### config.mk
export PLATFORM = sky130hd
export DESIGN_NAME = motor_direction_interlock_fsm
export DESIGN_NICKNAME = d
export VERILOG_FILES = /design/src/rtl/mdi_pkg.sv /design/src/rtl/mdi_cfg.sv /design/src/rtl/mdi_ctrl.sv /design/src/rtl/motor_direction_interlock_fsm.sv
export VERILOG_INCLUDE_DIRS = /design/src /design/src/rtl
export SDC_FILE = /design/constraint.sdc
export NUM_CORES = 1
export LEC_CHECK = 0
export BUFFER_PORTS_ARGS = -buffer_cell sky130_fd_sc_hd__buf_2
export CAP_MARGIN = 5
export CORE_UTILIZATION = 51
export CTS_CLUSTER_DIAMETER = 200
export DETAILED_ROUTE_END_ITERATION = 8
export PLACE_DENSITY = 0.75
export SYNTH_ARGS = -nofsm -noshare
export SYNTH_HDL_FRONTEND = slang
export SYNTH_HIERARCHICAL = 1
export SYNTH_SLANG_ARGS = --single-unit
### constraint.sdc
create_clock -name aclk -period 12.5 [get_ports aclk]
set_input_delay 1.25 -clock aclk [delete_from_list [all_inputs] [get_ports aclk]]
set_output_delay 1.25 -clock aclk [all_outputs]
set_load 0.02 [all_outputs]
### src/rtl/motor_direction_interlock_fsm_assert.svh
// Assertion macros for the motor interlock RTL.
// No dependencies; the macros expand to nothing when SYNTHESIS is defined.
`ifndef MOTOR_DIRECTION_INTERLOCK_FSM_ASSERT_SVH
`define MOTOR_DIRECTION_INTERLOCK_FSM_ASSERT_SVH

`ifndef SYNTHESIS

// Property checked on every rising edge, off while reset is held
`define MDI_ASSERT(label, clk, rst_n, prop) \
    label: assert property (@(posedge clk) disable iff (!rst_n) (prop)) \
        else $error("mdi assertion failed");

// Condition implies consequence in the same cycle
`define MDI_ASSERT_IMPL(label, clk, rst_n, cond, cons) \
    label: assert property (@(posedge clk) disable iff (!rst_n) (cond) |-> (cons)) \
        else $error("mdi assertion failed");

// Condition implies consequence in the next cycle
`define MDI_ASSERT_NEXT(label, clk, rst_n, cond, cons) \
    label: assert property (@(posedge clk) disable iff (!rst_n) (cond) |=> (cons)) \
        else $error("mdi assertion failed");

`else

`define MDI_ASSERT(label, clk, rst_n, prop)
`define MDI_ASSERT_IMPL(label, clk, rst_n, cond, cons)
`define MDI_ASSERT_NEXT(label, clk, rst_n, cond, cons)

`endif

`endif

### src/rtl/mdi_pkg.sv
// Types and constants of the motor direction interlock.
// Used by mdi_cfg, mdi_ctrl and motor_direction_interlock_fsm; no dependencies.
`default_nettype none

package mdi_pkg;

    // Per-motor state machine states
    typedef enum logic [2:0] {
        MS_STOPPED   = 3'd0,
        MS_RUNNING   = 3'd1,
        MS_BRAKING   = 3'd2,
        MS_REVERSING = 3'd3,
        MS_ESTOP     = 3'd4,
        MS_FAULT     = 3'd5
    } mstate_t;

    // Command codes
    typedef enum logic [3:0] {
        ACT_SPEED     = 4'd0,
        ACT_DIRECTION = 4'd1,
        ACT_ENABLE    = 4'd2,
        ACT_BRAKE     = 4'd3,
        ACT_ESTOP     = 4'd4,
        ACT_CLEAR     = 4'd5,
        ACT_REPORT    = 4'd6,
        ACT_TICK      = 4'd7,
        ACT_QUERY     = 4'd8
    } action_t;

    // Result status codes
    typedef enum logic [1:0] {
        STAT_OK     = 2'd0,
        STAT_REJECT = 2'd1,
        STAT_RANGE  = 2'd2
    } status_t;

    // Configuration register indexes
    localparam logic [1:0] CFG_MOTOR_COUNT = 2'd0;
    localparam logic [1:0] CFG_REVERSE_WAIT = 2'd1;

    localparam logic [15:0] STOP_RPM = 16'd5;
    localparam logic [15:0] MIN_WAIT = 16'd100;

    // Input item, packed so the last field sits in the lowest bits
    typedef struct packed {
        logic [31:0] now_ms;
        logic [15:0] rpm;
        logic [7:0]  fault_bits;
        logic        enable_req;
        logic        direction_req;
        logic [7:0]  speed_req;
        logic [1:0]  motor;
        logic [3:0]  action;
    } cmd_t;

    // Result item, same packing rule
    typedef struct packed {
        logic        estop_pulse;
        logic [7:0]  faults_out;
        logic        brake_out;
        logic        enable_out;
        logic [7:0]  speed_out;
        logic        direction_out;
        logic [2:0]  motor_state;
        logic [1:0]  motor_out;
        logic [1:0]  status;
    } res_t;

    // Context of one motor
    typedef struct packed {
        mstate_t     mstate;
        logic        cur_dir;
        logic        req_dir;
        logic [7:0]  speed_set;
        logic [7:0]  fault_mask;
        logic        enabled;
        logic        braking;
        logic [31:0] reverse_start;
    } motor_t;

    localparam motor_t MOTOR_RST = '{
        mstate:        MS_STOPPED,
        cur_dir:       1'b0,
        req_dir:       1'b0,
        speed_set:     8'd0,
        fault_mask:    8'd0,
        enabled:       1'b0,
        braking:       1'b1,
        reverse_start: 32'd0
    };

endpackage

`default_nettype wire

### src/rtl/mdi_cfg.sv
// Configuration registers of the motor interlock: motor count and reversal wait.
// Depends on mdi_pkg for the register indexes and the minimum wait.
`default_nettype none

module mdi_cfg
    import mdi_pkg::*;
#(
    parameter int MOTORS = 4
) (
    input  wire logic        aclk,
    input  wire logic        aresetn,
    input  wire logic        cfg_valid,
    output logic             cfg_ready,
    input  wire logic [1:0]  cfg_index,
    input  wire logic [15:0] cfg_data,
    output logic [2:0]       motors_used,
    output logic [15:0]      reverse_wait
);

    logic [2:0]  count_reg;
    logic [15:0] wait_reg;
    logic [2:0]  count_sat;
    logic [15:0] wait_sat;
    logic        wr;

    assign cfg_ready = 1'b1;
    assign wr = cfg_valid && cfg_ready;

    // Saturate written values into their legal ranges
    always_comb begin
        count_sat = cfg_data[2:0];
        if (count_sat == 3'd0) begin
            count_sat = 3'd1;
        end else if (int'(count_sat) > MOTORS) begin
            count_sat = 3'(MOTORS);
        end
        wait_sat = (cfg_data < MIN_WAIT) ? MIN_WAIT : cfg_data;
    end

    always_ff @(posedge aclk) begin
        if (!aresetn) begin
            count_reg <= 3'd1;
            wait_reg  <= MIN_WAIT;
        end else if (wr) begin
            case (cfg_index)
                CFG_MOTOR_COUNT:  count_reg <= count_sat;
                CFG_REVERSE_WAIT: wait_reg  <= wait_sat;
                default: ;
            endcase
        end
    end

    assign motors_used  = count_reg;
    assign reverse_wait = wait_reg;

endmodule

`default_nettype wire

### src/rtl/mdi_ctrl.sv
// Per-motor context table and the command state machine of the motor interlock.
// Depends on mdi_pkg for the command, result and context types.
`default_nettype none

module mdi_ctrl
    import mdi_pkg::*;
#(
    parameter int MOTORS = 4
) (
    input  wire logic        aclk,
    input  wire logic        aresetn,
    input  wire logic        upd,
    input  wire cmd_t        cmd,
    input  wire logic [2:0]  motors_used,
    input  wire logic [15:0] reverse_wait,
    output res_t             res
);

    motor_t  tbl_reg [MOTORS];
    motor_t  cur;
    motor_t  entry_next;
    mstate_t s;
    status_t status;
    action_t act;
    logic    in_range;
    logic    is_estop;
    logic    stopped_rpm;
    logic [31:0] elapsed;

    assign act         = action_t'(cmd.action);
    assign is_estop    = (act == ACT_ESTOP);
    assign in_range    = ({1'b0, cmd.motor} < motors_used) && (int'(cmd.motor) < MOTORS);
    assign stopped_rpm = (cmd.rpm < STOP_RPM);

    // Read the addressed motor
    always_comb begin
        cur = MOTOR_RST;
        for (int k = 0; k < MOTORS; k++) begin
            if (int'(cmd.motor) == k) begin
                cur = tbl_reg[k];
            end
        end
    end

    assign s       = cur.mstate;
    assign elapsed = cmd.now_ms - cur.reverse_start;

    // Next context of the addressed motor
    always_comb begin
        entry_next = cur;
        status     = STAT_OK;
        case (act)
            ACT_SPEED: begin
                if (s inside {MS_ESTOP, MS_FAULT, MS_REVERSING}) begin
                    status = STAT_REJECT;
                end else begin
                    entry_next.speed_set = cmd.speed_req;
                    if (cmd.speed_req == 8'd0) begin
                        entry_next.mstate = MS_STOPPED;
                    end else if (s inside {MS_STOPPED, MS_BRAKING}) begin
                        entry_next.braking = 1'b0;
                        entry_next.mstate  = MS_RUNNING;
                    end
                end
            end
            ACT_DIRECTION: begin
                if (s inside {MS_ESTOP, MS_FAULT, MS_REVERSING}) begin
                    status = STAT_REJECT;
                end else if (cur.cur_dir != cmd.direction_req) begin
                    entry_next.req_dir = cmd.direction_req;
                    if (s == MS_STOPPED && cur.speed_set == 8'd0) begin
                        entry_next.mstate        = MS_REVERSING;
                        entry_next.reverse_start = cmd.now_ms;
                    end else begin
                        entry_next.speed_set = 8'd0;
                        entry_next.braking   = 1'b1;
                        entry_next.mstate    = MS_BRAKING;
                    end
                end
            end
            ACT_ENABLE: begin
                if ((s inside {MS_ESTOP, MS_FAULT}) && cmd.enable_req) begin
                    status = STAT_REJECT;
                end else begin
                    entry_next.enabled = cmd.enable_req;
                    if (!cmd.enable_req && s == MS_RUNNING) begin
                        entry_next.speed_set = 8'd0;
                        entry_next.mstate    = MS_STOPPED;
                    end
                end
            end
            ACT_BRAKE: begin
                entry_next.speed_set = 8'd0;
                entry_next.braking   = 1'b1;
                if (s == MS_RUNNING) begin
                    entry_next.mstate = MS_BRAKING;
                end
            end
            ACT_ESTOP: ;
            ACT_CLEAR: begin
                if (s inside {MS_ESTOP, MS_FAULT}) begin
                    if (cmd.fault_bits != 8'd0 && s == MS_FAULT) begin
                        status = STAT_REJECT;
                    end else begin
                        entry_next.mstate     = MS_STOPPED;
                        entry_next.fault_mask = 8'd0;
                        entry_next.speed_set  = 8'd0;
                    end
                end
            end
            ACT_REPORT: begin
                entry_next.mstate     = MS_FAULT;
                entry_next.fault_mask = cmd.fault_bits;
                entry_next.speed_set  = 8'd0;
                entry_next.enabled    = 1'b0;
                entry_next.braking    = 1'b1;
            end
            ACT_TICK: begin
                if (s != MS_ESTOP) begin
                    if (s != MS_FAULT && cmd.fault_bits != 8'd0) begin
                        entry_next.mstate     = MS_FAULT;
                        entry_next.fault_mask = cmd.fault_bits;
                        entry_next.speed_set  = 8'd0;
                        entry_next.enabled    = 1'b0;
                        entry_next.braking    = 1'b1;
                    end else if (s == MS_BRAKING && stopped_rpm) begin
                        // a fresh reversal starts its wait now, so it cannot commit yet
                        if (cur.req_dir != cur.cur_dir) begin
                            entry_next.mstate        = MS_REVERSING;
                            entry_next.reverse_start = cmd.now_ms;
                        end else begin
                            entry_next.mstate  = MS_STOPPED;
                            entry_next.braking = 1'b0;
                        end
                    end else if (s == MS_REVERSING && stopped_rpm
                                 && elapsed >= {16'd0, reverse_wait}) begin
                        entry_next.cur_dir = cur.req_dir;
                        entry_next.mstate  = MS_STOPPED;
                        entry_next.braking = 1'b0;
                    end
                end
            end
            ACT_QUERY: ;
            default: status = STAT_REJECT;
        endcase
    end

    // Table update: estop sweeps every configured motor, others touch one entry
    always_ff @(posedge aclk) begin
        if (!aresetn) begin
            for (int k = 0; k < MOTORS; k++) begin
                tbl_reg[k] <= MOTOR_RST;
            end
        end else if (upd) begin
            for (int k = 0; k < MOTORS; k++) begin
                if (is_estop) begin
                    if (k < int'(motors_used)) begin
                        tbl_reg[k].mstate    <= MS_ESTOP;
                        tbl_reg[k].speed_set <= 8'd0;
                        tbl_reg[k].enabled   <= 1'b0;
                        tbl_reg[k].braking   <= 1'b1;
                    end
                end else if (in_range && int'(cmd.motor) == k) begin
                    tbl_reg[k] <= entry_next;
                end
            end
        end
    end

    // Result item
    always_comb begin
        res = '0;
        if (is_estop) begin
            res.status        = STAT_OK;
            res.motor_out     = 2'd0;
            res.motor_state   = MS_ESTOP;
            res.direction_out = tbl_reg[0].cur_dir;
            res.speed_out     = 8'd0;
            res.enable_out    = 1'b0;
            res.brake_out     = 1'b1;
            res.faults_out    = tbl_reg[0].fault_mask;
            res.estop_pulse   = 1'b1;
        end else if (!in_range) begin
            res.status    = STAT_RANGE;
            res.motor_out = cmd.motor;
        end else begin
            res.status        = status;
            res.motor_out     = cmd.motor;
            res.motor_state   = entry_next.mstate;
            res.direction_out = entry_next.cur_dir;
            res.speed_out     = entry_next.speed_set;
            res.enable_out    = entry_next.enabled;
            res.brake_out     = entry_next.braking;
            res.faults_out    = entry_next.fault_mask;
            res.estop_pulse   = 1'b0;
        end
    end

endmodule

`default_nettype wire

### src/rtl/motor_direction_interlock_fsm.sv
// Motor direction interlock: per-motor safety state machine with stream ports.
// Usage:
//   s_* channel takes one command item per handshake (tvalid & tready).
//   m_* channel returns exactly one result item for every command.
//   cfg_* channel writes the motor count (index 0) and reverse_wait_ms (index 1);
//   cfg_ready is always high, writes are meant to happen while no item is in flight.
// Timing:
//   An item is captured in an input register and evaluated against the motor table;
//   the result lands in the output register, which drives m_tvalid. The input
//   register holds while the output is full and m_tready low. One item per cycle
//   sustained while m_tready is high, set by the single table read-modify-write.
// Stall:
//   While the receiver holds m_tready low the result stays in the output
//   register and one more item waits in the input register; s_tready falls
//   only when both are full.
// Reset (aresetn low, synchronous): all motors stopped, braked, direction 0,
//   motor count 1, reverse_wait_ms 100, both pipeline registers empty.
// Depends on mdi_pkg, mdi_cfg, mdi_ctrl and the assertion macro header.
`default_nettype none
`include "motor_direction_interlock_fsm_assert.svh"

module motor_direction_interlock_fsm
    import mdi_pkg::*;
#(
    parameter int MOTORS = 4
) (
    input  wire logic        aclk,
    input  wire logic        aresetn,
    // tdata: action[3:0], motor[5:4], speed_req[13:6], direction_req[14],
    //        enable_req[15], fault_bits[23:16], rpm[39:24], now_ms[71:40]
    input  wire logic        s_tvalid,
    output logic             s_tready,
    input  wire logic [71:0] s_tdata,
    // tdata: status[1:0], motor_out[3:2], motor_state[6:4], direction_out[7],
    //        speed_out[15:8], enable_out[16], brake_out[17], faults_out[25:18],
    //        estop_pulse[26], zero[31:27]
    output logic             m_tvalid,
    input  wire logic        m_tready,
    output logic [31:0]      m_tdata,
    input  wire logic        cfg_valid,
    output logic             cfg_ready,
    input  wire logic [1:0]  cfg_index,
    input  wire logic [15:0] cfg_data
);

    logic        in_vld_reg;
    cmd_t        in_data_reg;
    logic        out_vld_reg;
    res_t        out_reg;
    res_t        res;
    logic        fire;
    logic        s_acc;
    logic [2:0]  motors_used;
    logic [15:0] reverse_wait;

    mdi_cfg #(
        .MOTORS(MOTORS)
    ) u_cfg (
        .aclk         (aclk),
        .aresetn      (aresetn),
        .cfg_valid    (cfg_valid),
        .cfg_ready    (cfg_ready),
        .cfg_index    (cfg_index),
        .cfg_data     (cfg_data),
        .motors_used  (motors_used),
        .reverse_wait (reverse_wait)
    );

    mdi_ctrl #(
        .MOTORS(MOTORS)
    ) u_ctrl (
        .aclk         (aclk),
        .aresetn      (aresetn),
        .upd          (fire),
        .cmd          (in_data_reg),
        .motors_used  (motors_used),
        .reverse_wait (reverse_wait),
        .res          (res)
    );

    // Pipeline control
    assign fire     = in_vld_reg && (!out_vld_reg || m_tready);
    assign s_tready = !in_vld_reg || fire;
    assign s_acc    = s_tvalid && s_tready;

    // Input register
    always_ff @(posedge aclk) begin
        if (!aresetn) begin
            in_vld_reg <= 1'b0;
        end else if (s_acc) begin
            in_vld_reg <= 1'b1;
        end else if (fire) begin
            in_vld_reg <= 1'b0;
        end
    end

    always_ff @(posedge aclk) begin
        if (s_acc) begin
            in_data_reg <= cmd_t'(s_tdata);
        end
    end

    // Output register
    always_ff @(posedge aclk) begin
        if (!aresetn) begin
            out_vld_reg <= 1'b0;
        end else if (fire) begin
            out_vld_reg <= 1'b1;
        end else if (m_tready) begin
            out_vld_reg <= 1'b0;
        end
    end

    always_ff @(posedge aclk) begin
        if (fire) begin
            out_reg <= res;
        end
    end

    assign m_tvalid = out_vld_reg;
    assign m_tdata  = {5'd0, out_reg};

    // Checks
    `MDI_ASSERT_NEXT(a_fire_loads_out, aclk, aresetn, fire, out_vld_reg)
    `MDI_ASSERT_NEXT(a_stall_keeps_in, aclk, aresetn,
                     in_vld_reg && out_vld_reg && !m_tready, in_vld_reg)
    `MDI_ASSERT_IMPL(a_estop_result, aclk, aresetn, out_vld_reg && out_reg.estop_pulse,
                     out_reg.status == STAT_OK && out_reg.motor_state == MS_ESTOP
                     && out_reg.motor_out == 2'd0)
    `MDI_ASSERT_IMPL(a_range_zero, aclk, aresetn,
                     out_vld_reg && out_reg.status == STAT_RANGE,
                     out_reg.speed_out == 8'd0 && !out_reg.enable_out && !out_reg.estop_pulse)
    `MDI_ASSERT(a_count_legal, aclk, aresetn,
                motors_used != 3'd0 && int'(motors_used) <= MOTORS)

endmodule

`default_nettype wire

==> results of run 1 <==
==> cell type report <==
type	instances	area [µm²]
clock buffer	39	933
clock inverter	27	255
fill	2623	13400
inverter	66	248
multi-input combinational	926	6540
sequential	340	10000
tap	442	553
timing repair buffer	140	743
==> where the power goes <==
group / total [µW] / switching, µW / internal [µW]
Combinational: 389 / 243 / 146
Clock: 1060 / 450 / 611
Sequential: 1320 / 25.2 / 1300
==> critical path, delay by kind of cell (launching register included) <==
kind	cells	cell delay (ns)
xor+xnor	1	0.15
fa+ha+maj	2	0.52
simple gates	10	1.89
buf+inv	2	0.94
compound gates	7	1.96
flops	1	1.03
mux	1	0.61
==> metrics by stage <==
step | hold slack [ns] | area [µm²] | worst slack (ns) | total power [µW] | util, %
after global routing | 0.468 | 19300 | 4.55 | 2880 | 58.9
final | 0.460 | 19300 | 5.09 | 2770 | 58.9
after global placement | 0.447 | 18100 | 5.26 | 1720 | 55.3
after detailed placement | 0.450 | 18100 | 5.08 | 1730 | 55.3
after CTS | 0.459 | 19300 | 5.04 | 2790 | 58.9
after floorplan | 0.436 | 17000 | 5.43 | 1620 | -
==> worst min path at each step <==
stage / from / end / cells after the start
after floorplan: u_cfg/reverse_wait[10] / u_cfg/reverse_wait[10] / 2
after CTS: u_cfg/reverse_wait[9] / u_cfg/reverse_wait[9] / 2
after global routing: u_cfg/reverse_wait[9] / u_cfg/reverse_wait[9] / 2
after detailed placement: u_cfg/reverse_wait[9] / u_cfg/reverse_wait[9] / 2
after global placement: u_cfg/reverse_wait[14] / u_cfg/reverse_wait[14] / 2
final: u_cfg/reverse_wait[10] / u_cfg/reverse_wait[10] / 2
==> per-layer routing <==
metal / wire [µm] / track usage (%) / up-vias
met1: 17600 / 34.5 / 5906
met4: 872 / 7.34 / 0
met5: 0 / 0 / -
met3: 3040 / 2.83 / 59
li1: - / - / 5427
met2: 18900 / 38.4 / 535
==> cell usage after synthesis, types with 10 or more instances <==
master                     count  area [µm²]
sky130_fd_sc_hd__nor3_1       20         100
sky130_fd_sc_hd__xnor2_1      16         140
sky130_fd_sc_hd__o31ai_1      13        97.6
sky130_fd_sc_hd__a31oi_1      10        62.6
sky130_fd_sc_hd__o21ai_0      41         205
sky130_fd_sc_hd__edfxtp_1    319        9580
sky130_fd_sc_hd__mux2i_1      34         340
sky130_fd_sc_hd__a22oi_1      11        82.6
sky130_fd_sc_hd__clkbuf_1     55         206
sky130_fd_sc_hd__dfxtp_1      21         420
sky130_fd_sc_hd__nand2b_1     16         100
sky130_fd_sc_hd__mux4_2       55        1240
sky130_fd_sc_hd__nor2b_1      17         106
sky130_fd_sc_hd__a21o_1       14         105
sky130_fd_sc_hd__nand3_1      25         125
sky130_fd_sc_hd__a21oi_1      67         335
sky130_fd_sc_hd__nand4_1      17         106
sky130_fd_sc_hd__nand2_1      83         312
sky130_fd_sc_hd__inv_1        65         244
sky130_fd_sc_hd__nor2_1      275        1030
sky130_fd_sc_hd__ha_1         47         588
==> logic make-up after synthesis <==
group                      share of synthesized area, %
adders and majority gates                          3.70
other                                            0.0441
AOI/OAI and AO/OA                                  8.99
buffers and inverters                              3.51
DFF                                                58.7
and+or+nand+nor                                    14.3
muxes                                              9.49
xor gates and xnor gates                           1.23
==> results summary, run 1 <==
The run finished with clean final reports. The nature of the critical path startpoint is a flip-flop. The final critical path time including I/O delays and setup came out at 7.41 ns. The number of failing setup endpoints in the final timing report came out at 0.

The number of primary I/O pins is 130. The worst pin sits at a relative slew slack of approximately 29%. The count of input and output buffers came out at 123. The count of pins over their slew limit came out at 0. The die width came out at 185 µm. The first-pass GRT wire length came out at about 63000 µm. The post-layout instance count excluding filler cells is 1980.

The number of antenna violations at the first check in global routing came out at 0. The via count of the first global-routing pass is roughly 11000. The class of the most critical hold timing path is reg2reg. Tracing the worst setup path back leads to its startpoint at in_data_reg[4]. The total wire length came out at a little over 40000 µm.

The number of distinct library cells after synthesis came out at 83. In this run the vertical extent of the chip is around 180 µm. The first detailed-routing pass took 5 iterations. The max-cap check violation count is 0. The CTS tree is done. The number of DRC markers in iteration 0 came out at 1125. The via density per instance is 6.02.

The initial core utilization is between 50% and 60%. The worst setup path is captured at a flip-flop. The cell count after synthesis came out at approximately 1400. The routed via count is 11900.

The average instance in the mapped netlist occupies around 12 µm². The number of hold violations in the final report came out at 0. The number of enable flip-flop cells after synthesis is approximately 320. The worst reg2reg path endpoint is u_ctrl/tbl_reg[0][161]. The number of buffers between clock root and the deepest sink came out at 3. The estimated wirelength of the detail-placed design came out at roughly 26000 µm. Of all flip-flops after synthesis, the portion carrying an async set or reset was 0%.

The cell with the biggest individual delay on the critical path is sky130_fd_sc_hd__edfxtp_1. The post-cts hold buffer count came out at 0. The type of the worst setup path is reg2reg. At the later pin of the worst-skew pair, clock insertion delay measures about 0.53 ns. The cell count after placement is ~1900. The commonest non-fill, non-tap cell in the layout is sky130_fd_sc_hd__edfxtp_1. The placeable core region came out at between 0.03 and 0.04 mm². The count of unresolved DRC violations after routing came out at 0.

The Yosys step of the flow raised 6 warnings. The register with the most flip-flops in the layout has 220 of them. The total clock buffers created by CTS came out at 37.

Routability-driven placement finished with a final weighted congestion of roughly 0.97. For this design the static power due to leakage is roughly 0.0069 µW. The fraction of layout cells with a size suffix above 1 is 19.2%. Between clock sinks in the finished design, the worst skew comes to between 0.02 and 0.025 ns. The H-tree level count came out at 2. Traced cell by cell, the critical path runs through buf_4 > mux4_2 > inv_1 > ha_1 > nand3_1 > o211ai_1 > nand3_1 > nand2_1 > nand3_1 > nand2_1 > xor2_1 > ha_1 > a21o_1 > a221oi_1 > o22ai_1 > a211oi_1 > or4bb_1 > a32oi_1 > nand4_1 > or2_2 > o2111ai_1 > and2b_4 > nor2_1. The number of setup buffers added after CTS came out at 0. The fmax came out at between 0.1 and 0.15 GHz. The remaining global-route overflow came out at 0. In this design, the stage delay of the slowest critical-path cell is approximately 1.0 ns. The worst-margin pin slew is between 1 and 1.5 ns.

The leading register cell type out of synthesis is sky130_fd_sc_hd__edfxtp_1. The worst-path maximum fanout is 48. The pin count of the biggest net entering global routing is between 70 and 80. Counting cells, the worst reg-to-reg path comes to 23. The post-detailed-route count of antenna-violating nets is 0. The worst register-to-register path begins at in_data_reg[4]. The number of placement rows is 66. The count of instances resized after the clock tree is built came out at 0. In the layout the commonest cells are 319 x sky130_fd_sc_hd__edfxtp_1, 275 x sky130_fd_sc_hd__nor2_1, 123 x sky130_fd_sc_hd__buf_2. Setup repair after global routing left no endpoint under its margin. The setup slack of the most critical reg-to-reg path came out at ~5.1 ns. Among the stages of the critical path, the cell type that occurs most often is sky130_fd_sc_hd__nand3_1.

Sequential cells were found to cover roughly three fifths of the synthesized design area. The final layout net count is around 1700. The critical path ends at u_ctrl/tbl_reg[0][161]. The setup total negative slack is 0 ns.

The mapped cell area is around 0.017 mm². The global router's overall resource usage is about a quarter. The maximum VDD drop is approximately 0.11 mV. The root buffer cell chosen for the clock tree is sky130_fd_sc_hd__clkbuf_16. The required time of the critical path is around 13 ns. The CTS sink count came out at 340. The register clock-pin slew on the reported worst setup and hold paths is about 0.06 ns.

The area of the die came out at around 0.034 mm². The number of inserted diodes came out at 0. The part of the cycle the worst path needs is roughly three fifths. The area added between synthesis and finish came out at 13.2%.

The areal power density over the cells came out at between 100 and 150 mW/mm². For the worst setup path, the data arrival time is roughly 7.7 ns. The detailed-route wire length per cell came out at between 20 and 25 µm.

The flip-flop and latch count after synthesis is 340.
(Power assumes the default switching activity.)
==> run 2, diff against run 1 <==
clock period = 7.6 ns   (was 12.5 ns; I/O delays follow)
==> run 2 against run 1 <==
  * Clock power grew 68%
  * Die area unchanged
  * Register-to-register slack worse by 4.3 ns
  * Count of clock-buffer cells in the layout is 2 higher
  * Maximum frequency up 9.4%
  * Routed wire length is 3.1% higher
  * Combinational power increased by 67%
  * First-iteration DRC count shrank 20%
  * Non-clock buffer count is 2 higher
  * Critical path depth stayed put
  * Cell area is 0.32% higher
  * Sequential power rose by 65%
  * Critical path type unchanged
  * Largest cell class unchanged
==> results summary, run 2 (synthesis results as in run 1) <==
The post-cts hold buffer count is 0 (unchanged). The cell count after placement was 1916 (was 1914). The post-place instance area came out at 0.0181 mm² (about the same).

The data arrival at the endpoint of the critical path came out at 7.02 ns (was 7.67 ns). The area added between synthesis and finish was 13.5% (was 13.2%). The global router's overall resource usage is 24.5% (was 24.0%).

The final layout net count came to 1657 (was 1654). The CTS sink count is 340 (unchanged). The setup clock skew after layout was 0.0284 ns (was 0.0218 ns). The beginning of the worst hold path is s_tdata[19] (was u_cfg/reverse_wait[10]).

The kind of capture point of the worst setup path is a flip-flop (unchanged). The areal power density over the cells is 238 mW/mm² (was 144 mW/mm²). The die width was 185 µm (unchanged).

The worst-case headroom to the max-slew limit came to 27.7% (was 28.9%). The post-layout instance count excluding filler cells was 1984 (was 1980). The setup slack after layout came to 0.829 ns (was 5.09 ns).

The number of antenna violations at the first check in global routing came out at 0 (unchanged). The via count of the first global-routing pass is 11900 (was 11500). The class of the most critical hold timing path is in2reg (was reg2reg). The weighted congestion at the end of routability-driven global placement came to 0.960 (was 0.973). The count of input and output buffers came out at 123 (unchanged). The number of buffers between clock root and the deepest sink came out at 3 (unchanged). The fmax came out at 0.148 GHz (was 0.135 GHz). The count of unresolved DRC violations after routing was 0 (unchanged). The number of failing setup endpoints in the final timing report is 0 (unchanged). The estimated wirelength of the detail-placed design is 26300 µm (was 26100 µm).

The number of setup buffers added after CTS is 0 (unchanged). The maximum VDD drop is 0.183 mV (was 0.109 mV). Outcome: complete, no violations (unchanged).

The detailed-route wire length per cell was 21.0 µm (was 20.4 µm). RSZ-0062 raised after global routing: false (unchanged). The count of instances resized after the clock tree is built is 0 (unchanged). The hold-critical path endpoint is in_data_reg[19] (was u_cfg/reverse_wait[10]). The CTS tree is done (unchanged). The total wire length is 41700 µm (was 40400 µm). The post-detailed-route count of antenna-violating nets came to 0 (unchanged).

The routed via count was 12000 (was 11900). The placeable core region was 0.0327 mm² (unchanged). The number of placement rows came out at 66 (unchanged). The commonest non-fill, non-tap cell in the layout was sky130_fd_sc_hd__edfxtp_1 (unchanged). The number of inserted diodes is 0 (unchanged). The area of the die is 0.0341 mm² (unchanged). The number of DRC markers in iteration 0 came out at 897 (was 1125). The remaining global-route overflow came out at 0 (unchanged).

The clock root buffer master is sky130_fd_sc_hd__clkbuf_16 (unchanged). The part of the cycle the worst path needs is 89.1% (was 59.2%). The fraction of layout cells with a size suffix above 1 is 19.3% (was 19.2%). The start of the worst register-to-register path is in_data_reg[5] (was in_data_reg[4]). The setup slack of the most critical reg-to-reg path is 0.83 ns (was 5.09 ns). Most frequent cells in the layout: 319 x sky130_fd_sc_hd__edfxtp_1, 275 x sky130_fd_sc_hd__nor2_1, 123 x sky130_fd_sc_hd__buf_2 (unchanged). The number of flip-flops under the largest register name is 220 (unchanged). The H-tree level count is 2 (unchanged).

The initial core utilization is 52.1% (unchanged). The via density per instance is 6.06 (was 6.02). The max-cap check violation count came out at 0 (unchanged). The cell depth of the worst flop-to-flop path came out at 23 (unchanged).

The nature of the critical path startpoint is a flip-flop (unchanged). The cell count of the worst hold path came out at 1 (was 2). The type of the worst setup path is reg2reg (unchanged). The count of pins over their slew limit came out at 0 (unchanged). The number of hold violations in the final report came out at 0 (unchanged).

The total clock buffers created by CTS was 38 (was 37). The final critical path time including I/O delays and setup is 6.77 ns (was 7.41 ns). The worst reg2reg path endpoint is u_ctrl/tbl_reg[0][161] (unchanged).

The first-pass GRT wire length came out at 63900 µm (was 62700 µm). The post-layout utilization of the core came to 59.1% (was 58.9%). The required time of the critical path is 7.85 ns (was 12.76 ns). The die outline height was 185 µm (unchanged).

The worst-margin pin slew is 1.08 ns (was 1.06 ns). The leakage component of the power was 0.00695 µW (was 0.00692 µW). The pin count of the biggest net entering global routing came to 73 (unchanged). The setup total negative slack was 0 ns (unchanged).

The number of detailed-route iterations in the first pass is 5 (unchanged). The register clock-pin slew on the reported worst setup and hold paths came out at 0.06 ns (about the same). The insertion delay to the later sink of the worst-skew pair is 0.55 ns (was 0.53 ns).

The area of all placed cells without fillers is 0.0193 mm² (about the same). The worst slack after detailed placement came out at 1.01 ns (was 5.08 ns). The worst-path maximum fanout came out at 11 (was 48). The number of primary I/O pins came out at 130 (unchanged).
## run 2: layout make-up
type	count	area, µm²
fill	2620	13400
tap	442	553
sequential	340	10000
clock buffer	41	962
multi-input combinational	926	6540
inverter	66	248
clock inverter	27	262
timing repair buffer	142	771
## run 2: worst max-delay path by stage
stage                               from  cells after the start                     end
after floorplan           in_data_reg[4]                     29              m_tdata[7]
after global placement    in_data_reg[5]                     23  u_ctrl/tbl_reg[0][216]
after detailed placement  in_data_reg[5]                     23  u_ctrl/tbl_reg[0][106]
after CTS                 in_data_reg[5]                     23  u_ctrl/tbl_reg[0][161]
after global routing      in_data_reg[5]                     23  u_ctrl/tbl_reg[0][161]
final                     in_data_reg[5]                     23  u_ctrl/tbl_reg[0][161]
## run 2: metal layers
layer / up-vias / global-route usage, % / wire [µm]
met5: - / 0 / 0
met4: 0 / 9.29 / 1280
met3: 87 / 4.09 / 3390
met2: 584 / 40.0 / 19600
met1: 5934 / 33.0 / 17400
li1: 5413 / - / -
## run 2: stage by stage
step | total power, µW | hold slack [ns]
after floorplan | 2660 | 0.436
after global placement | 2840 | 0.444
after detailed placement | 2850 | 0.453
after CTS | 4620 | 0.369
after global routing | 4780 | 0.358
final | 4610 | 0.381
## run 2: critical path: stages, from the launching register on
cell	delay, ns
sky130_fd_sc_hd__edfxtp_1	0.71
sky130_fd_sc_hd__mux4_2	0.41
sky130_fd_sc_hd__ha_1	0.23
sky130_fd_sc_hd__fa_1	0.42
sky130_fd_sc_hd__maj3_2	0.36
sky130_fd_sc_hd__a211o_1	0.27
sky130_fd_sc_hd__o211ai_1	0.34
sky130_fd_sc_hd__nand3_1	0.20
sky130_fd_sc_hd__nand2_1	0.14
sky130_fd_sc_hd__nand3_1	0.08
sky130_fd_sc_hd__nand2_1	0.09
sky130_fd_sc_hd__xor2_1	0.20
sky130_fd_sc_hd__ha_1	0.27
sky130_fd_sc_hd__a21o_1	0.16
sky130_fd_sc_hd__a221oi_1	0.29
sky130_fd_sc_hd__o22ai_1	0.12
sky130_fd_sc_hd__a211oi_1	0.48
sky130_fd_sc_hd__or4bb_1	0.45
sky130_fd_sc_hd__a32oi_1	0.21
sky130_fd_sc_hd__nand4_1	0.22
sky130_fd_sc_hd__or2_2	0.37
sky130_fd_sc_hd__o2111ai_1	0.22
sky130_fd_sc_hd__and2b_4	0.21
sky130_fd_sc_hd__nor2_1	0.05
## run 2: power breakdown
part           total, µW  leakage, µW  internal (µW)  switching [µW]
registers           2180      0.00340           2140            41.9
clock network       1780     0.000599           1030             746
logic                651      0.00296            241             409
total               4610      0.00695           3410            1200
==> run 3, diff against run 2 <==
ABC_AREA = 1   (was default)
==> run 3 against run 2 <==
  * Highest routed layer unchanged
  * Sequential share of layout area shrank 0.24 points
  * Die area rose by 1.3%
  * Critical path depth is 7 higher
  * Maximum frequency up 24%
  * Clock skew down 0.017 ns
==> results summary, run 3 <==
The routed length on met2 came to 19700 µm (was 19600 µm). The die outline height is 186 µm (was 185 µm). The flip-flop and latch count after synthesis is 340 (unchanged).

The worst-case headroom to the max-slew limit is 32.3% (was 27.7%). The routed via count came out at 13100 (was 12000). The CTS tree is done (unchanged). The area of all placed cells without fillers is 0.0194 mm² (was 0.0193 mm²). The part of the total power dissipated in the clock network came to 38.0% (was 38.6%).

The final worst hold slack is 0.407 ns (was 0.381 ns). The via count of the first global-routing pass is 12500 (was 11900). The number of buffers and inverters on the critical path is 5 (was 0).

The sequential share of the synthesized area is 58.0% (was 58.7%). The worst-path maximum fanout was 31 (was 11). The share of total power in combinational logic came to 14.5% (was 14.1%). The register clock-pin slew on the reported worst setup and hold paths came out at 0.06 ns (about the same). The capturing instance or port of the critical path was m_tdata[7] (was u_ctrl/tbl_reg[0][161]).

The worst reg2reg path endpoint is m_tdata[7] (was u_ctrl/tbl_reg[0][161]). The part of the total power dissipated in sequential elements came out at 47.5% (was 47.3%). The number of filler cells placed in the layout is 2832 (was 2620). RSZ-0062 raised after global routing: false (unchanged). The total wire length is 42900 µm (was 41700 µm). The cell taking the most area after synthesis is sky130_fd_sc_hd__edfxtp_1 (unchanged). The number of failing setup endpoints in the final timing report is 0 (unchanged).

The per-instance average area after synthesis came out at 9.64 µm² (was 12.1 µm²). The commonest non-fill, non-tap cell in the layout was sky130_fd_sc_hd__nand2_1 (was sky130_fd_sc_hd__edfxtp_1). The most numerous cell type found on the critical path is sky130_fd_sc_hd__nand2_1. The number of DRC markers in iteration 0 is 1352 (was 897).

The area taken by flip-flops and latches came out at 0.0100 mm² (unchanged). The met3 layer wire length in the routed design is 3400 µm (was 3390 µm). The detailed-route wire length per cell came to 18.1 µm (was 21.0 µm). The area added between synthesis and finish was 12.6% (was 13.5%). The power dissipated by switching net loads came out at 1220 µW (was 1200 µW).

The fmax is 0.182 GHz (was 0.148 GHz). The leading register cell type out of synthesis is sky130_fd_sc_hd__edfxtp_1 (unchanged). The net switching share of the total power came out at 26.6% (was 26.0%).

The total area of multi-input combinational cells was 0.00629 mm² (was 0.00654 mm²). The cell with the biggest individual delay on the critical path was sky130_fd_sc_hd__edfxtp_1 (unchanged). The placeable core region is 0.0329 mm² (was 0.0327 mm²).

The area of the die came out at 0.0346 mm² (was 0.0341 mm²). Most frequent cells in the layout: 380 x sky130_fd_sc_hd__nand2_1, 360 x sky130_fd_sc_hd__nor2_1, 319 x sky130_fd_sc_hd__edfxtp_1 (was 319 x sky130_fd_sc_hd__edfxtp_1, 275 x sky130_fd_sc_hd__nor2_1, 123 x sky130_fd_sc_hd__buf_2). The number of placement rows is 66 (unchanged). The estimated wirelength of the detail-placed design came out at 28700 µm (was 26300 µm). The number of logic stages on the critical path including buffering is 30 (was 23).

The dominant delay contributor by cell family on the critical path is simple AND/OR/NAND/NOR gates (was compound AO/OA/AOI/OAI gates). Synth top cells by count: 384 x sky130_fd_sc_hd__nand2_1, 360 x sky130_fd_sc_hd__nor2_1, 319 x sky130_fd_sc_hd__edfxtp_1 (was 319 x sky130_fd_sc_hd__edfxtp_1, 275 x sky130_fd_sc_hd__nor2_1, 83 x sky130_fd_sc_hd__nand2_1). The type of the worst setup path is reg2reg (unchanged). The kind of capture point of the worst setup path was a flip-flop (unchanged). The largest stage delay on the critical path came out at 0.51 ns (was 0.71 ns). The count of unresolved DRC violations after routing came out at 0 (unchanged). The post-cts hold buffer count is 0 (unchanged). The setup clock skew after layout came out at 0.0113 ns (was 0.0284 ns). The number of detailed-route iterations in the first pass is 5 (unchanged). The final critical path time including I/O delays and setup came out at 5.48 ns (was 6.77 ns). The library cell with the highest instance count after synthesis was sky130_fd_sc_hd__nand2_1 (was sky130_fd_sc_hd__edfxtp_1). The cell count of the worst hold path is 1 (unchanged).

The total clock buffers created by CTS came out at 38 (unchanged). The setup total negative slack came out at 0 ns (unchanged). The post-place instance area came to 0.0182 mm² (was 0.0181 mm²).

The clock root buffer master is sky130_fd_sc_hd__clkbuf_16 (unchanged). The required time of the critical path is 7.84 ns (was 7.85 ns). The number of inserted diodes is 0 (unchanged). The fraction of layout cells with a size suffix above 1 is 15.2% (was 19.3%). The share of flip-flops with an asynchronous set or reset came out at 0% (unchanged). The leakage component of the power is 0.00774 µW (was 0.00695 µW).

The worst-margin pin slew came out at 1.01 ns (was 1.08 ns). The post-detailed-route count of antenna-violating nets came out at 0 (unchanged). The number of enable flip-flop cells after synthesis was 319 (unchanged). The max-cap check violation count came to 0 (unchanged). The initial core utilization is 52.4% (was 52.1%). The CTS sink count was 340 (unchanged).

The count of pins over their slew limit is 0 (unchanged). The part of the cycle the worst path needs is 72.1% (was 89.1%). The first-pass GRT wire length was 66700 µm (was 63900 µm). The uppermost layer routed is met4 (unchanged). The nature of the critical path startpoint is a flip-flop (unchanged). The cell depth of the worst flop-to-flop path is 30 (was 23). The number of buffers between clock root and the deepest sink is 3 (unchanged). The setup slack after layout came to 2.12 ns (was 0.829 ns). The maximum VDD drop is 0.157 mV (was 0.183 mV). The number of warnings reported in the yosys synthesis log came out at 6 (unchanged). The data arrival at the endpoint of the critical path is 5.72 ns (was 7.02 ns). The number of setup buffers added after CTS is 0 (unchanged).

The number of primary I/O pins came to 130 (unchanged). The number of antenna violations at the first check in global routing is 0 (unchanged). The count of input and output buffers was 123 (unchanged).

The number of hold violations in the final report came to 0 (unchanged). The global router's overall resource usage came out at 25.2% (was 24.5%). The portion of synthesized cell area occupied by the leading cell type came to 55.5% (was 56.2%). The pin count of the biggest net entering global routing came out at 73 (unchanged).

The weighted congestion at the end of routability-driven global placement is 0.937 (was 0.960). The setup slack of the most critical reg-to-reg path is 2.12 ns (was 0.83 ns). The worst setup path startpoint was in_data_reg[5] (unchanged). The number of flip-flops under the largest register name is 220 (unchanged). Outcome: complete, no violations (unchanged). The cell count after synthesis is 1790 (was 1408). The start of the worst register-to-register path is in_data_reg[5] (unchanged).

The class of the most critical hold timing path was in2reg (unchanged). The mapped cell area is 0.0173 mm² (was 0.0170 mm²). The final layout net count is 2051 (was 1657). The H-tree level count came to 2 (unchanged). The insertion delay to the later sink of the worst-skew pair was 0.52 ns (was 0.55 ns). The areal power density over the cells is 236 mW/mm² (was 238 mW/mm²). The via density per instance is 5.50 (was 6.06).

The count of instances resized after the clock tree is built came out at 0 (unchanged). The worst slack after detailed placement came out at 2.18 ns (was 1.01 ns). The internal cell power came to 3370 µW (was 3410 µW). The detailed-route wire length on metal 1 was 18900 µm (was 17400 µm). The remaining global-route overflow was 0 (unchanged). The die width came to 186 µm (was 185 µm). The number of distinct library cells after synthesis is 59 (was 83). Synth top area cells: sky130_fd_sc_hd__edfxtp_1 56%, sky130_fd_sc_hd__nand2_1 8.4%, sky130_fd_sc_hd__nor2_1 7.8% (was sky130_fd_sc_hd__edfxtp_1 56%, sky130_fd_sc_hd__mux4_2 7.3%, sky130_fd_sc_hd__nor2_1 6.1%).
[run 3: cell types whose count changed in the layout (fill, tap and decap cells not counted), sizes merged, moves of 18 or more]
cell / before / now
nand2: 83 / 403
inv: 67 / 177
nor2: 275 / 371
mux4: 55 / 0
mux2i: 34 / 2
nand4: 17 / 45
a21oi: 67 / 93
nand3: 25 / 50
nor2b: 18 / 0
[run 3: logic make-up (layout without fill, tap and decap cells)]
group	Yosys count	in the layout	share of synthesized area, %
fa+ha+maj	48	48	3.52
other cells	2	6	0.0435
xor+xnor	17	17	0.863
buf+inv	240	381	5.79
flops	340	340	58.0
simple gates	909	909	22.5
mux	3	3	0.181
compound gates	231	231	9.15
[run 3: through the flow]
stage | util (%) | cells | power [µW]
final | 59.0 | 2377 | 4590
after CTS | 59.0 | 2377 | 4620
after global routing | 59.0 | 2377 | 4790
after global placement | 55.3 | 2310 | 2860
after detailed placement | 55.3 | 2310 | 2880
after floorplan | - | 1794 | 2670
[run 3: how the worst min path moves through the flow]
| stage | startpoint | endpoint | slack [ns] |
|---|---|---|---|
| 2_1_floorplan | u_cfg/reverse_wait[2] | u_cfg/reverse_wait[2] | 0.44 |
| 3_3_place_gp | u_cfg/reverse_wait[2] | u_cfg/reverse_wait[2] | 0.46 |
| 3_5_place_dp | u_cfg/reverse_wait[2] | u_cfg/reverse_wait[2] | 0.46 |
| 4_1_cts | s_tdata[44] | in_data_reg[44] | 0.39 |
| 5_1_grt | s_tdata[38] | in_data_reg[38] | 0.39 |
| 6_report | s_tdata[44] | in_data_reg[44] | 0.41 |
[run 3: layout make-up]
| type | count | area share, % |
|---|---|---|
| flip-flops and latches | 340 | 51.5 |
| clock buffers | 44 | 5.17 |
| clock inverters | 23 | 0.960 |
| inverters | 177 | 3.42 |
| multi-input cells | 1214 | 32.4 |
| well taps | 442 | 2.85 |
| repair buffers | 137 | 3.71 |
[run 3: per-layer routing]
| layer | vias up | global-route usage, % |
|---|---|---|
| met5 | - | 0 |
| met4 | 0 | 6.75 |
| li1 | 6289 | - |
| met3 | 73 | 3.64 |
| met2 | 562 | 40.9 |
| met1 | 6143 | 35.4 |
[run 3: power by group through the flow]
| stage | registers, µW | logic [µW] | clock network (µW) |
|---|---|---|---|
| CTS | 2180 | 661 | 1780 |
| detailed placement | 2220 | 657 | 0 |
| finish | 2180 | 668 | 1740 |
| floorplan | 2210 | 460 | 0 |
| global placement | 2220 | 648 | 0 |
| global route | 2190 | 739 | 1860 |
